<file path="config.mk">
export PLATFORM = sky130hd
export DESIGN_NAME = sv39_page_table_walker
export DESIGN_NICKNAME = d
export VERILOG_FILES = /design/src/rtl/sv39ptw_pkg.sv /design/src/rtl/sv39ptw_step.sv /design/src/rtl/sv39_page_table_walker.sv
export VERILOG_INCLUDE_DIRS = /design/src /design/src/rtl
export SDC_FILE = /design/constraint.sdc
export NUM_CORES = 1
export LEC_CHECK = 0
export BUFFER_PORTS_ARGS = -buffer_cell sky130_fd_sc_hd__buf_4
export CORE_MARGIN = 2
export CORE_UTILIZATION = 54
export CTS_CLUSTER_SIZE = 20
export DETAILED_ROUTE_END_ITERATION = 10
export MAX_ROUTING_LAYER = met4
export PLACE_DENSITY_LB_ADDON = 0.1
export SYNTH_ARGS = -nofsm -noshare
export SYNTH_HDL_FRONTEND = slang
export SYNTH_SLANG_ARGS = --single-unit
</file>
<file path="constraint.sdc">
create_clock -name clk -period 25 [get_ports clk]
set_clock_uncertainty 0.15 [all_clocks]
set_input_delay 5 -clock clk [delete_from_list [all_inputs] [get_ports clk]]
set_output_delay 5 -clock clk [all_outputs]
set_load 0.01 [all_outputs]
</file>
<file path="src/rtl/sv39_page_table_walker_defines.svh">
// assertion helpers shared by the walker rtl
`ifndef SV39_PAGE_TABLE_WALKER_DEFINES_SVH
`define SV39_PAGE_TABLE_WALKER_DEFINES_SVH

// same-cycle implication, checked outside reset
`define SV39PTW_ASSERT_NOW(label, clk, rst_n, ante, cons) \
  label: assert property (@(posedge clk) disable iff (!rst_n) (ante) |-> (cons)) \
    else $error("sv39ptw same-cycle check failed");

// next-cycle implication, checked outside reset
`define SV39PTW_ASSERT_NEXT(label, clk, rst_n, ante, cons) \
  label: assert property (@(posedge clk) disable iff (!rst_n) (ante) |=> (cons)) \
    else $error("sv39ptw next-cycle check failed");

`endif

</file>
<file path="src/rtl/sv39ptw_pkg.sv">
`timescale 1ns / 1ps

package sv39ptw_pkg;

  localparam int XLEN       = 64;
  localparam int PPN_W      = 44;
  localparam int VA_W       = 39;
  localparam int PA_W       = 56;
  localparam int MODE_W     = 4;
  localparam int CFG_IDX_W  = 2;
  localparam int VPN_W      = 9;
  localparam int PTE_SIZE_W = 3;

  // translation modes
  localparam logic [MODE_W-1:0] MODE_BARE = 4'd0;
  localparam logic [MODE_W-1:0] MODE_SV39 = 4'd8;

  // configuration register indexes
  localparam logic [CFG_IDX_W-1:0] REG_MODE = 2'd0;
  localparam logic [CFG_IDX_W-1:0] REG_ROOT = 2'd1;

  // input operations and result kinds
  localparam logic OP_REQUEST = 1'b0;
  localparam logic OP_PTE     = 1'b1;
  localparam logic KIND_READ  = 1'b0;
  localparam logic KIND_DONE  = 1'b1;

  typedef logic [1:0] level_t;

  localparam level_t LEVEL_TOP  = 2'd2;
  localparam level_t LEVEL_MID  = 2'd1;
  localparam level_t LEVEL_LEAF = 2'd0;
  localparam level_t LEVEL_NONE = 2'd3;

  // walk context kept between items
  typedef struct packed {
    logic              active;
    level_t            level;
    logic [PPN_W-1:0]  base_page;
    logic [VA_W-1:0]   vaddr;
    logic              store_access;
  } walk_state_t;

  // one incoming item
  typedef struct packed {
    logic            operation;
    logic [XLEN-1:0] virt_addr;
    logic            store_access;
    logic [XLEN-1:0] pte_word;
  } walk_item_t;

  // one result item
  typedef struct packed {
    logic            kind;
    logic [PA_W-1:0] entry_addr;
    logic [XLEN-1:0] phys_addr;
    logic            fault;
  } walk_result_t;

  // address of the entry indexed by the vpn slice of this level
  function automatic logic [PA_W-1:0] entry_addr_f(input logic [PPN_W-1:0] base,
                                                   input logic [VA_W-1:0] va,
                                                   input level_t lvl);
    logic [VPN_W-1:0] idx;
    unique case (lvl)
      LEVEL_LEAF: idx = va[20:12];
      LEVEL_MID:  idx = va[29:21];
      LEVEL_TOP:  idx = va[38:30];
      default:    idx = '0;
    endcase
    return {base, idx, {PTE_SIZE_W{1'b0}}};
  endfunction

endpackage

</file>
<file path="src/rtl/sv39ptw_step.sv">
`timescale 1ns / 1ps

module sv39ptw_step
  import sv39ptw_pkg::*;
(
  input  walk_item_t         item,
  input  walk_state_t        state,
  input  logic [MODE_W-1:0]  mode,
  input  logic [PPN_W-1:0]   root_page,
  output logic               has_result,
  output walk_result_t       result,
  output walk_state_t        state_nxt
);

  logic             pte_v;
  logic             pte_r;
  logic             pte_w;
  logic             pte_x;
  logic [PPN_W-1:0] pte_ppn;
  logic [PPN_W-1:0] low_mask;
  logic [VA_W-1:0]  off_mask;
  level_t           lvl_down;

  // entry fields
  assign pte_v   = item.pte_word[0];
  assign pte_r   = item.pte_word[1];
  assign pte_w   = item.pte_word[2];
  assign pte_x   = item.pte_word[3];
  assign pte_ppn = item.pte_word[53:10];
  assign lvl_down = state.level - 2'd1;

  // superpage masks for the current level
  always_comb begin
    unique case (state.level)
      LEVEL_LEAF: begin
        low_mask = 44'h0;
        off_mask = 39'hFFF;
      end
      LEVEL_MID: begin
        low_mask = 44'h1FF;
        off_mask = 39'h1F_FFFF;
      end
      LEVEL_TOP: begin
        low_mask = 44'h3_FFFF;
        off_mask = 39'h3FFF_FFFF;
      end
      default: begin
        low_mask = 44'h7FF_FFFF;
        off_mask = {VA_W{1'b1}};
      end
    endcase
  end

  // request start, entry check, leaf finish or descent
  always_comb begin
    state_nxt  = state;
    has_result = 1'b0;
    result     = '0;
    if (item.operation == OP_REQUEST) begin
      state_nxt.active = 1'b0;
      has_result       = 1'b1;
      result.kind      = KIND_DONE;
      priority if (mode == MODE_BARE) begin
        result.phys_addr = item.virt_addr;
      end else if (mode != MODE_SV39) begin
        result.fault = 1'b1;
      end else begin
        state_nxt.active       = 1'b1;
        state_nxt.level        = LEVEL_TOP;
        state_nxt.base_page    = root_page;
        state_nxt.vaddr        = item.virt_addr[VA_W-1:0];
        state_nxt.store_access = item.store_access;
        result.kind            = KIND_READ;
        result.entry_addr = entry_addr_f(root_page, item.virt_addr[VA_W-1:0], LEVEL_TOP);
      end
    end else if (state.active) begin
      has_result  = 1'b1;
      result.kind = KIND_DONE;
      priority if (!pte_v || (!pte_r && pte_w)) begin
        state_nxt.active = 1'b0;
        result.fault     = 1'b1;
      end else if (pte_r || pte_x) begin
        state_nxt.active = 1'b0;
        if ((state.store_access && !pte_w) || ((pte_ppn & low_mask) != '0)) begin
          result.fault = 1'b1;
        end else begin
          result.phys_addr = {8'h0, pte_ppn & ~low_mask, 12'h0}
                           | {25'h0, state.vaddr & off_mask};
        end
      end else if (state.level == LEVEL_LEAF) begin
        state_nxt.active = 1'b0;
        result.fault     = 1'b1;
      end else begin
        state_nxt.base_page = pte_ppn;
        state_nxt.level     = lvl_down;
        result.kind         = KIND_READ;
        result.entry_addr   = entry_addr_f(pte_ppn, state.vaddr, lvl_down);
      end
    end
  end

endmodule

</file>
<file path="src/rtl/sv39_page_table_walker.sv">
`timescale 1ns / 1ps
// Sv39 page table walker
// input channel: in_valid/in_stall with in_operation, in_virt_addr, in_store_access,
//   in_pte_word. operation 0 starts a translation, 1 hands back a fetched entry.
// result channel: out_valid/out_stall with out_kind, out_entry_addr, out_phys_addr,
//   out_fault. kind 0 asks memory for the entry at out_entry_addr; the entry comes
//   back as a later input item. kind 1 ends the translation.
// config channel: cfg_valid/cfg_ready (always ready), cfg_index 0 mode, 1 root ppn.
// the result of an item is registered and appears in the cycle after it is accepted.
// throughput: one item per cycle while in_stall is low; each item is checked
//   combinationally between the walk state register and the output register. a full
//   walk costs three round trips through memory, which set the pace of one translation.
// an entry arriving with no walk in progress is taken and gives no result.
// a new request drops any walk in progress.
// stall: in_stall rises only while a result is held and out_stall is high; the
//   held result and its fields stay put until taken.
// reset (rst_n low, synchronous): mode bare, root 0, no walk, output empty.

module sv39_page_table_walker
  import sv39ptw_pkg::*;
(
  input  logic                 clk,
  input  logic                 rst_n,
  // input items
  input  logic                 in_valid,
  output logic                 in_stall,
  input  logic                 in_operation,
  input  logic [XLEN-1:0]      in_virt_addr,
  input  logic                 in_store_access,
  input  logic [XLEN-1:0]      in_pte_word,
  // result items
  output logic                 out_valid,
  input  logic                 out_stall,
  output logic                 out_kind,
  output logic [PA_W-1:0]      out_entry_addr,
  output logic [XLEN-1:0]      out_phys_addr,
  output logic                 out_fault,
  // configuration writes
  input  logic                 cfg_valid,
  output logic                 cfg_ready,
  input  logic [CFG_IDX_W-1:0] cfg_index,
  input  logic [XLEN-1:0]      cfg_wdata
);

`include "sv39_page_table_walker_defines.svh"

  logic [MODE_W-1:0] mode_r;
  logic [PPN_W-1:0]  root_r;
  walk_state_t       walk_r;
  walk_state_t       walk_nxt;
  walk_item_t        item;
  walk_result_t      res_nxt;
  walk_result_t      res_r;
  logic              has_result;
  logic              out_valid_r;
  logic              in_accept;

  assign cfg_ready = 1'b1;
  assign in_stall  = out_valid_r && out_stall;
  assign in_accept = in_valid && !in_stall;

  assign item.operation    = in_operation;
  assign item.virt_addr    = in_virt_addr;
  assign item.store_access = in_store_access;
  assign item.pte_word     = in_pte_word;

  sv39ptw_step u_step (
    .item       (item),
    .state      (walk_r),
    .mode       (mode_r),
    .root_page  (root_r),
    .has_result (has_result),
    .result     (res_nxt),
    .state_nxt  (walk_nxt)
  );

  // configuration registers
  always_ff @(posedge clk) begin
    if (!rst_n) begin
      mode_r <= MODE_BARE;
      root_r <= '0;
    end else if (cfg_valid && cfg_ready) begin
      if (cfg_index == REG_MODE) begin
        mode_r <= cfg_wdata[MODE_W-1:0];
      end else if (cfg_index == REG_ROOT) begin
        root_r <= cfg_wdata[PPN_W-1:0];
      end
    end
  end

  // walk state, advanced once per accepted item
  always_ff @(posedge clk) begin
    if (!rst_n) begin
      walk_r <= '0;
    end else if (in_accept) begin
      walk_r <= walk_nxt;
    end
  end

  // output register
  always_ff @(posedge clk) begin
    if (!rst_n) begin
      out_valid_r <= 1'b0;
    end else if (in_accept && has_result) begin
      out_valid_r <= 1'b1;
    end else if (!out_stall) begin
      out_valid_r <= 1'b0;
    end
  end

  always_ff @(posedge clk) begin
    if (in_accept && has_result) begin
      res_r <= res_nxt;
    end
  end

  assign out_valid      = out_valid_r;
  assign out_kind       = res_r.kind;
  assign out_entry_addr = res_r.entry_addr;
  assign out_phys_addr  = res_r.phys_addr;
  assign out_fault      = res_r.fault;

  // a read request never carries a finished address or a fault
  `SV39PTW_ASSERT_NOW(a_read_clean, clk, rst_n, out_valid_r && out_kind == KIND_READ, out_fault == 1'b0 && out_phys_addr == '0)
  // a finished translation never carries an entry address
  `SV39PTW_ASSERT_NOW(a_done_no_addr, clk, rst_n, out_valid_r && out_kind == KIND_DONE, out_entry_addr == '0)
  // an active walk is always on one of the three levels
  `SV39PTW_ASSERT_NOW(a_level_range, clk, rst_n, walk_r.active, walk_r.level != LEVEL_NONE)
  // an entry with no walk in progress gives no result, so the output is empty after it
  `SV39PTW_ASSERT_NEXT(a_stray_entry, clk, rst_n, in_accept && in_operation == OP_PTE && !walk_r.active, out_valid_r == 1'b0)
  // an sv39 request opens a walk at the top level
  `SV39PTW_ASSERT_NEXT(a_walk_start, clk, rst_n, in_accept && in_operation == OP_REQUEST && mode_r == MODE_SV39, walk_r.active && walk_r.level == LEVEL_TOP && out_kind == KIND_READ)

endmodule
</file>
==> flow_metrics.env, run 1 <==
export IMPL_outcome="complete, no violations"
export IMPL_critPathTopFamily="buffers and inverters"
export IMPL_final_common_cell="buf_4"
export IMPL_wl_per_cell_um=19.68
export IMPL_critical_path_buf_inv_count=2
export IMPL_crit_end="in_stall"
export IMPL_internal_power_mw=0.6230
export IMPL_design_die_area_um2=18040
export IMPL_cpMostUsedCell="buf_4"
export IMPL_synthArstFlopShare=0
export IMPL_clock_sinks=211
export IMPL_htree_levels=1
export IMPL_cap_violations=0
export IMPL_gp_congestion=0.8805
export IMPL_cellLeakagePower_nw=4.729
export IMPL_cts_buffers=22
export IMPL_drtPass1Iterations=7
export IMPL_syn_inst=842
export IMPL_vias=7411
export IMPL_p_sw_mw=0.1763
export IMPL_yosysUniqueCellTypes=46
export IMPL_grt_max_degree=94
export IMPL_synth_edff_count=119
export IMPL_grtUsageTotal=0.2919
export IMPL_clock_path_buffers=3
export IMPL_swShare=0.2206
export IMPL_post_cts_buffers=0
export IMPL_p_total_mw=0.7993
export IMPL_regArea_um2=5415
export IMPL_r2r_start="walk_r[84]$_SDFFE_PN0P_"
export IMPL_num_rows=47
export IMPL_power_density_nw_per_um2=66.18
export IMPL_worst_slew_pin_slew_ns=1.062
export IMPL_synth_top_area_cell="edfxtp_1"
export IMPL_drc=0
export IMPL_cp_end_kind="output port"
export IMPL_worstPathCellList="buf_4 -> and2_1 -> buf_4"
export IMPL_p_clk_frac=0.420
export IMPL_path_depth=3
export IMPL_area_growth_pct=31.67
export IMPL_combinationalPowerShare=0.099
export IMPL_multi_input_area_um2=3418
export IMPL_period_minus_slack_ns=10.59
export IMPL_yosys_most_used_dff="edfxtp_1"
export IMPL_reg2regPathDepth=7
export IMPL_cts_tree="built"
export IMPL_start_util=0.5531
export IMPL_fillers=1218
export IMPL_critical_path_required_ns=19.85
export IMPL_crit_fanout=3
export IMPL_layout_drive_gt1_share=0.3210
export IMPL_drt_iter0_markers=656
export IMPL_max_slew_margin=0.2919
export IMPL_core_region_area_um2=16580
export IMPL_clk_pin_slew_ns=0.06
export IMPL_synth_seq_area_share=0.5904
export IMPL_hp_start="walk_r[5]$_SDFFE_PN0P_"
export IMPL_layout_common_cells="buf_4, nand2_1, edfxtp_1, dfxtp_1, a21boi_0"
export IMPL_r2r_end="out_fault$_DFFE_PP_"
export IMPL_synthDominantCellAreaShare=0.3896
export IMPL_ctsResizeCount=0
export IMPL_syn_area_um2=9173
export IMPL_grt_pass1_vias=7127
export IMPL_synth_area_top_cells="edfxtp_1, dfxtp_1, nand2_1"
export IMPL_power_frac_seq=0.481
export IMPL_min_path_type="flop to flop"
export IMPL_root_buffer="clkbuf_16"
export IMPL_rsz0062_at_grt="false"
export IMPL_cp_slowest_stage_delay_ns=0.17
export IMPL_final_max_slew_viol_count=0
export IMPL_io_buffers=285
export IMPL_ctsHoldBuffers=0
export IMPL_routed_wl_um=26230
export IMPL_setup_viol=0
export IMPL_finalWorstSetupSlack_ns=14.41
export IMPL_ys_seq_elements=211
export IMPL_ios=326
export IMPL_crit_start="out_stall"
export IMPL_max_freq_mhz=94.46
export IMPL_start_kind="input pin"
export IMPL_clkLatencyLatePin_ns=0.50
export IMPL_cp_arrival_ns=5.44
export IMPL_ant_nets=0
export IMPL_grt_pass1_wl_um=39670
export IMPL_syn_area_per_cell_um2=10.89
export IMPL_critPathSlowestCell="and2_1"
export IMPL_ir_drop_mv=0.04695
export IMPL_overflow=0
export IMPL_preCtsSetupSlack_ns=14.41
export IMPL_chipHeight_um=134.3
export IMPL_hold_viol_final=0
export IMPL_ys_warn_count=0
export IMPL_r2r_slack_ns=21.83
export IMPL_worstSetupPathType="input pin to output port"
export IMPL_tns_ns=0
export IMPL_viasPerCell=5.560
export IMPL_min_period_over_period=0.4235
export IMPL_die_x_um=134.3
export IMPL_dpl_hpwl_um=16930
export IMPL_final_nets=1302
export IMPL_antenna_found_initial=1
metal layers:
layer	routed length [um]	global-route usage	share of wire
met1	10200	0.3597	0.39
met2	13000	0.4833	0.50
met3	2132	0.05404	0.081
met4	894	0.1058	0.034
met5	0	-	0
power groups by stage:
stage	sequential (mW)	combinational (mW)	clock (mW)
finish	0.384	0.0792	0.336
floorplan	0.398	0.0293	0
global route	0.385	0.0848	0.352
global placement	0.391	0.0779	0
CTS	0.384	0.0793	0.338
detailed placement	0.391	0.0786	0
cells in the mapped netlist, types with 2 or more instances:
cell	n
buf_4	5
clkbuf_1	33
a21boi_1	19
a31oi_1	2
mux2i_1	31
dfxtp_1	92
nand3_1	3
nor2_1	5
buf_2	18
a21boi_0	65
o31ai_1	6
o31ai_4	4
buf_6	6
ha_1	4
o21a_1	3
o31ai_2	17
nor3_1	4
nor4_1	4
nand2_1	266
inv_1	4
a222oi_1	9
buf_12	2
a21oi_1	2
edfxtp_1	119
and2_1	10
nor2b_1	6
conb_1	2
a22o_1	44
o21ai_0	39
buf_1	2
worst register-to-register path, delay by kind of cell (launching register included):
family	cells	cell delay [ns]
compound gates	3	1.12
buf+inv	2	0.52
flops	1	0.38
fa+ha+maj	1	0.38
simple gates	1	0.38
sequential cells by signal, indices dropped and copies added, names as in the netlist:
name and count:
out_fault 1, walk_r 43, mode_r 4, out_valid 1
out_kind 1, out_phys_addr 64, out_entry_addr 53, root_r 44
worst min-delay path by stage:
stage	endpoint	slack [ns]	cells after the start
floorplan	walk_r[1]$_SDFFE_PN0P_	0.29	2
global placement	walk_r[1]$_SDFFE_PN0P_	0.29	2
detailed placement	walk_r[5]$_SDFFE_PN0P_	0.30	2
CTS	walk_r[5]$_SDFFE_PN0P_	0.30	2
global route	walk_r[1]$_SDFFE_PN0P_	0.33	2
finish	walk_r[5]$_SDFFE_PN0P_	0.31	2
per-stage QoR:
step                      cells  cell area (um^2)    util  hold slack, ns
final                      1333             12080  0.7283          0.3070
after global routing       1333             12080  0.7283          0.3259
after CTS                  1332             12080  0.7282          0.3036
after detailed placement   1293             11340  0.6837          0.2952
after global placement     1293             11340  0.6837          0.2907
after floorplan             844              9180       -          0.2853
layout make-up:
type,instances,area share
Antenna cell,1,0.0002072
Clock buffer,34,0.05273
Clock inverter,5,0.008288
Inverter,4,0.001243
Multi-Input combinational cell,563,0.2830
Sequential cell,211,0.4484
Tap cell,220,0.02279
Timing Repair Buffer,295,0.1834
logic make-up (layout without fill, tap and decap cells):
family / Yosys count / count (layout) / share of synthesized area
flip-flops: 211 / 211 / 0.5904
other: 2 / 5 / 0.0008187
buffers and inverters: 70 / 338 / 0.04160
AO/OA/AOI/OAI: 215 / 215 / 0.1895
adder cells (fa/ha/maj): 4 / 4 / 0.005456
AND/OR/NAND/NOR: 309 / 309 / 0.1385
multiplexers: 31 / 31 / 0.03383
Note: power is estimated with default switching activity, not from simulation.
==> run 2: changes to the inputs <==
Settings changed: CORE_UTILIZATION 54 to 50.
Clock period 25 ns to 11 ns, I/O delays scaled along.
==> run 2 against run 1 <==
  * Non-clock buffer count is the same
  * Worst hold slack lost 0.0026 ns
  * Register-to-register slack lost 14 ns
  * Routed wire length grew 1.6%
  * Clock-buffer cell count shrank 3
  * Sequential power grew 130%
  * Combinational power grew 130%
  * Design area grew 0.47%
  * Utilization shrank 5.3 points
  * Total power grew 130%
  * Flip-flop and latch count is the same
==> flow_metrics.env, run 2 (synthesis gave the netlist of run 1 again) <==
export IMPL_final_nets=1303
export IMPL_preCtsSetupSlack_ns=6.022
export IMPL_swShare=0.2251
export IMPL_min_period_over_period=0.4526
export IMPL_grt_pass1_wl_um=40070
export IMPL_setup_viol=0
export IMPL_dpl_hpwl_um=17230
export IMPL_worstSetupPathType="input pin to output port"
export IMPL_cp_arrival_ns=2.63
export IMPL_p_clk_frac=0.430
export IMPL_finalWorstSetupSlack_ns=6.021
export IMPL_max_freq_mhz=200.9
export IMPL_period_minus_slack_ns=4.979
export IMPL_root_buffer="clkbuf_16"
export IMPL_hold_viol_final=0
export IMPL_critical_path_required_ns=8.65
export IMPL_utilization=0.6755
export IMPL_clkLatencyLatePin_ns=0.51
export IMPL_vias=7425
export IMPL_clock_path_buffers=3
export IMPL_fillers=1403
export IMPL_grtUsageTotal=0.2688
export IMPL_chipHeight_um=139.4
export IMPL_clock_sinks=211
export IMPL_ios=326
export IMPL_ir_drop_mv=0.1179
export IMPL_dpl_cell_count=1302
export IMPL_cp_end_kind="output port"
export IMPL_layout_common_cells="buf_4, nand2_1, edfxtp_1, dfxtp_1, a21boi_0"
export IMPL_cts_tree="built"
export IMPL_cap_violations=0
export IMPL_power_frac_seq=0.473
export IMPL_design_die_area_um2=19440
export IMPL_ctsResizeCount=0
export IMPL_post_cts_buffers=0
export IMPL_layout_drive_gt1_share=0.3265
export IMPL_p_sw_mw=0.4158
export IMPL_combinationalPowerShare=0.097
export IMPL_ctsHoldBuffers=0
export IMPL_finalNonFillerCells=1345
export IMPL_wl_per_cell_um=19.81
export IMPL_ant_nets=0
export IMPL_overflow=0
export IMPL_drtPass1Iterations=6
export IMPL_drc=0
export IMPL_htree_levels=1
export IMPL_routed_wl_um=26650
export IMPL_internal_power_mw=1.431
export IMPL_largest_register_ffs=64
export IMPL_max_slew_margin=0.2416
export IMPL_start_util=0.5106
export IMPL_area_growth_pct=32.29
export IMPL_tns_ns=0
export IMPL_final_max_slew_viol_count=0
export IMPL_gp_congestion=0.8567
export IMPL_start_kind="input pin"
export IMPL_num_rows=49
export IMPL_rsz0062_at_grt="false"
export IMPL_p_total_mw=1.847
export IMPL_antenna_found_initial=1
export IMPL_worst_slew_pin_slew_ns=1.138
export IMPL_clk_pin_slew_ns=0.06
export IMPL_grt_pass1_vias=7179
export IMPL_core_region_area_um2=17960
export IMPL_power_density_nw_per_um2=152.2
export IMPL_io_buffers=285
export IMPL_outcome="complete, no violations"
export IMPL_final_common_cell="buf_4"
export IMPL_drt_iter0_markers=472
export IMPL_grt_max_degree=94
export IMPL_cts_buffers=23
export IMPL_min_path_type="flop to flop"
export IMPL_cellLeakagePower_nw=4.760
export IMPL_die_x_um=139.4
export IMPL_viasPerCell=5.520
export IMPL_crit_fanout=3
[run 2: changes by cell type in the layout (fill, tap and decap cells not counted)]
cell and delta:
clkinv_1 +1, clkinv_2 +3, inv_6 +2, clkbuf_8 +2
clkbuf_1 -5
[run 2: cell type report]
class,count,area (um^2),share of cell area
Antenna cell,1,2.502,0.0002062
Clock buffer,31,645.6,0.05321
Clock inverter,11,136.4,0.01124
Inverter,4,15.01,0.001237
Multi-Input combinational cell,563,3418,0.2817
Sequential cell,211,5415,0.4463
Tap cell,229,286.5,0.02361
Timing Repair Buffer,295,2215,0.1825
[run 2: worst max-delay path: stages]
cell    delay (ns)
buf_4         0.11
and2_1        0.17
buf_4         0.15
[run 2: metrics by stage]
stage          hold WS, ns  area, um^2
3_5_place_dp        0.2950       11350
4_1_cts             0.3035       12130
3_3_place_gp        0.2903       11350
5_1_grt             0.3264       12130
6_report            0.3044       12130
2_1_floorplan       0.2853        9180
[run 2: worst paths after layout]
path	cells past startpoint	slack [ns]	to	start
worst max-delay path	3	6.02	in_stall	out_stall
worst min-delay path	2	0.30	walk_r[6]$_SDFFE_PN0P_	walk_r[6]$_SDFFE_PN0P_
worst max register to register	7	7.82	out_phys_addr[14]$_DFFE_PP_	walk_r[84]$_SDFFE_PN0P_
worst min register to register	2	0.30	walk_r[6]$_SDFFE_PN0P_	walk_r[6]$_SDFFE_PN0P_
[run 2: power by group through the flow]
| stage | Combinational (mW) | Clock, mW | Sequential (mW) |
|---|---|---|---|
| 2_1_floorplan | 0.0665 | 0 | 0.904 |
| 3_3_place_gp | 0.177 | 0 | 0.890 |
| 3_5_place_dp | 0.179 | 0 | 0.890 |
| 4_1_cts | 0.180 | 0.807 | 0.874 |
| 5_1_grt | 0.192 | 0.835 | 0.876 |
| 6_report | 0.179 | 0.794 | 0.874 |
[run 2: layer usage]
layer  track usage  wire length (um)  share of wire  up-vias
li1              -                 -              -     3494
met1        0.3445             10660           0.40     3531
met2        0.4383             12800           0.48      348
met3       0.04990              2462          0.092       52
met4       0.07921               723          0.027        0
met5             -                 0              0        -
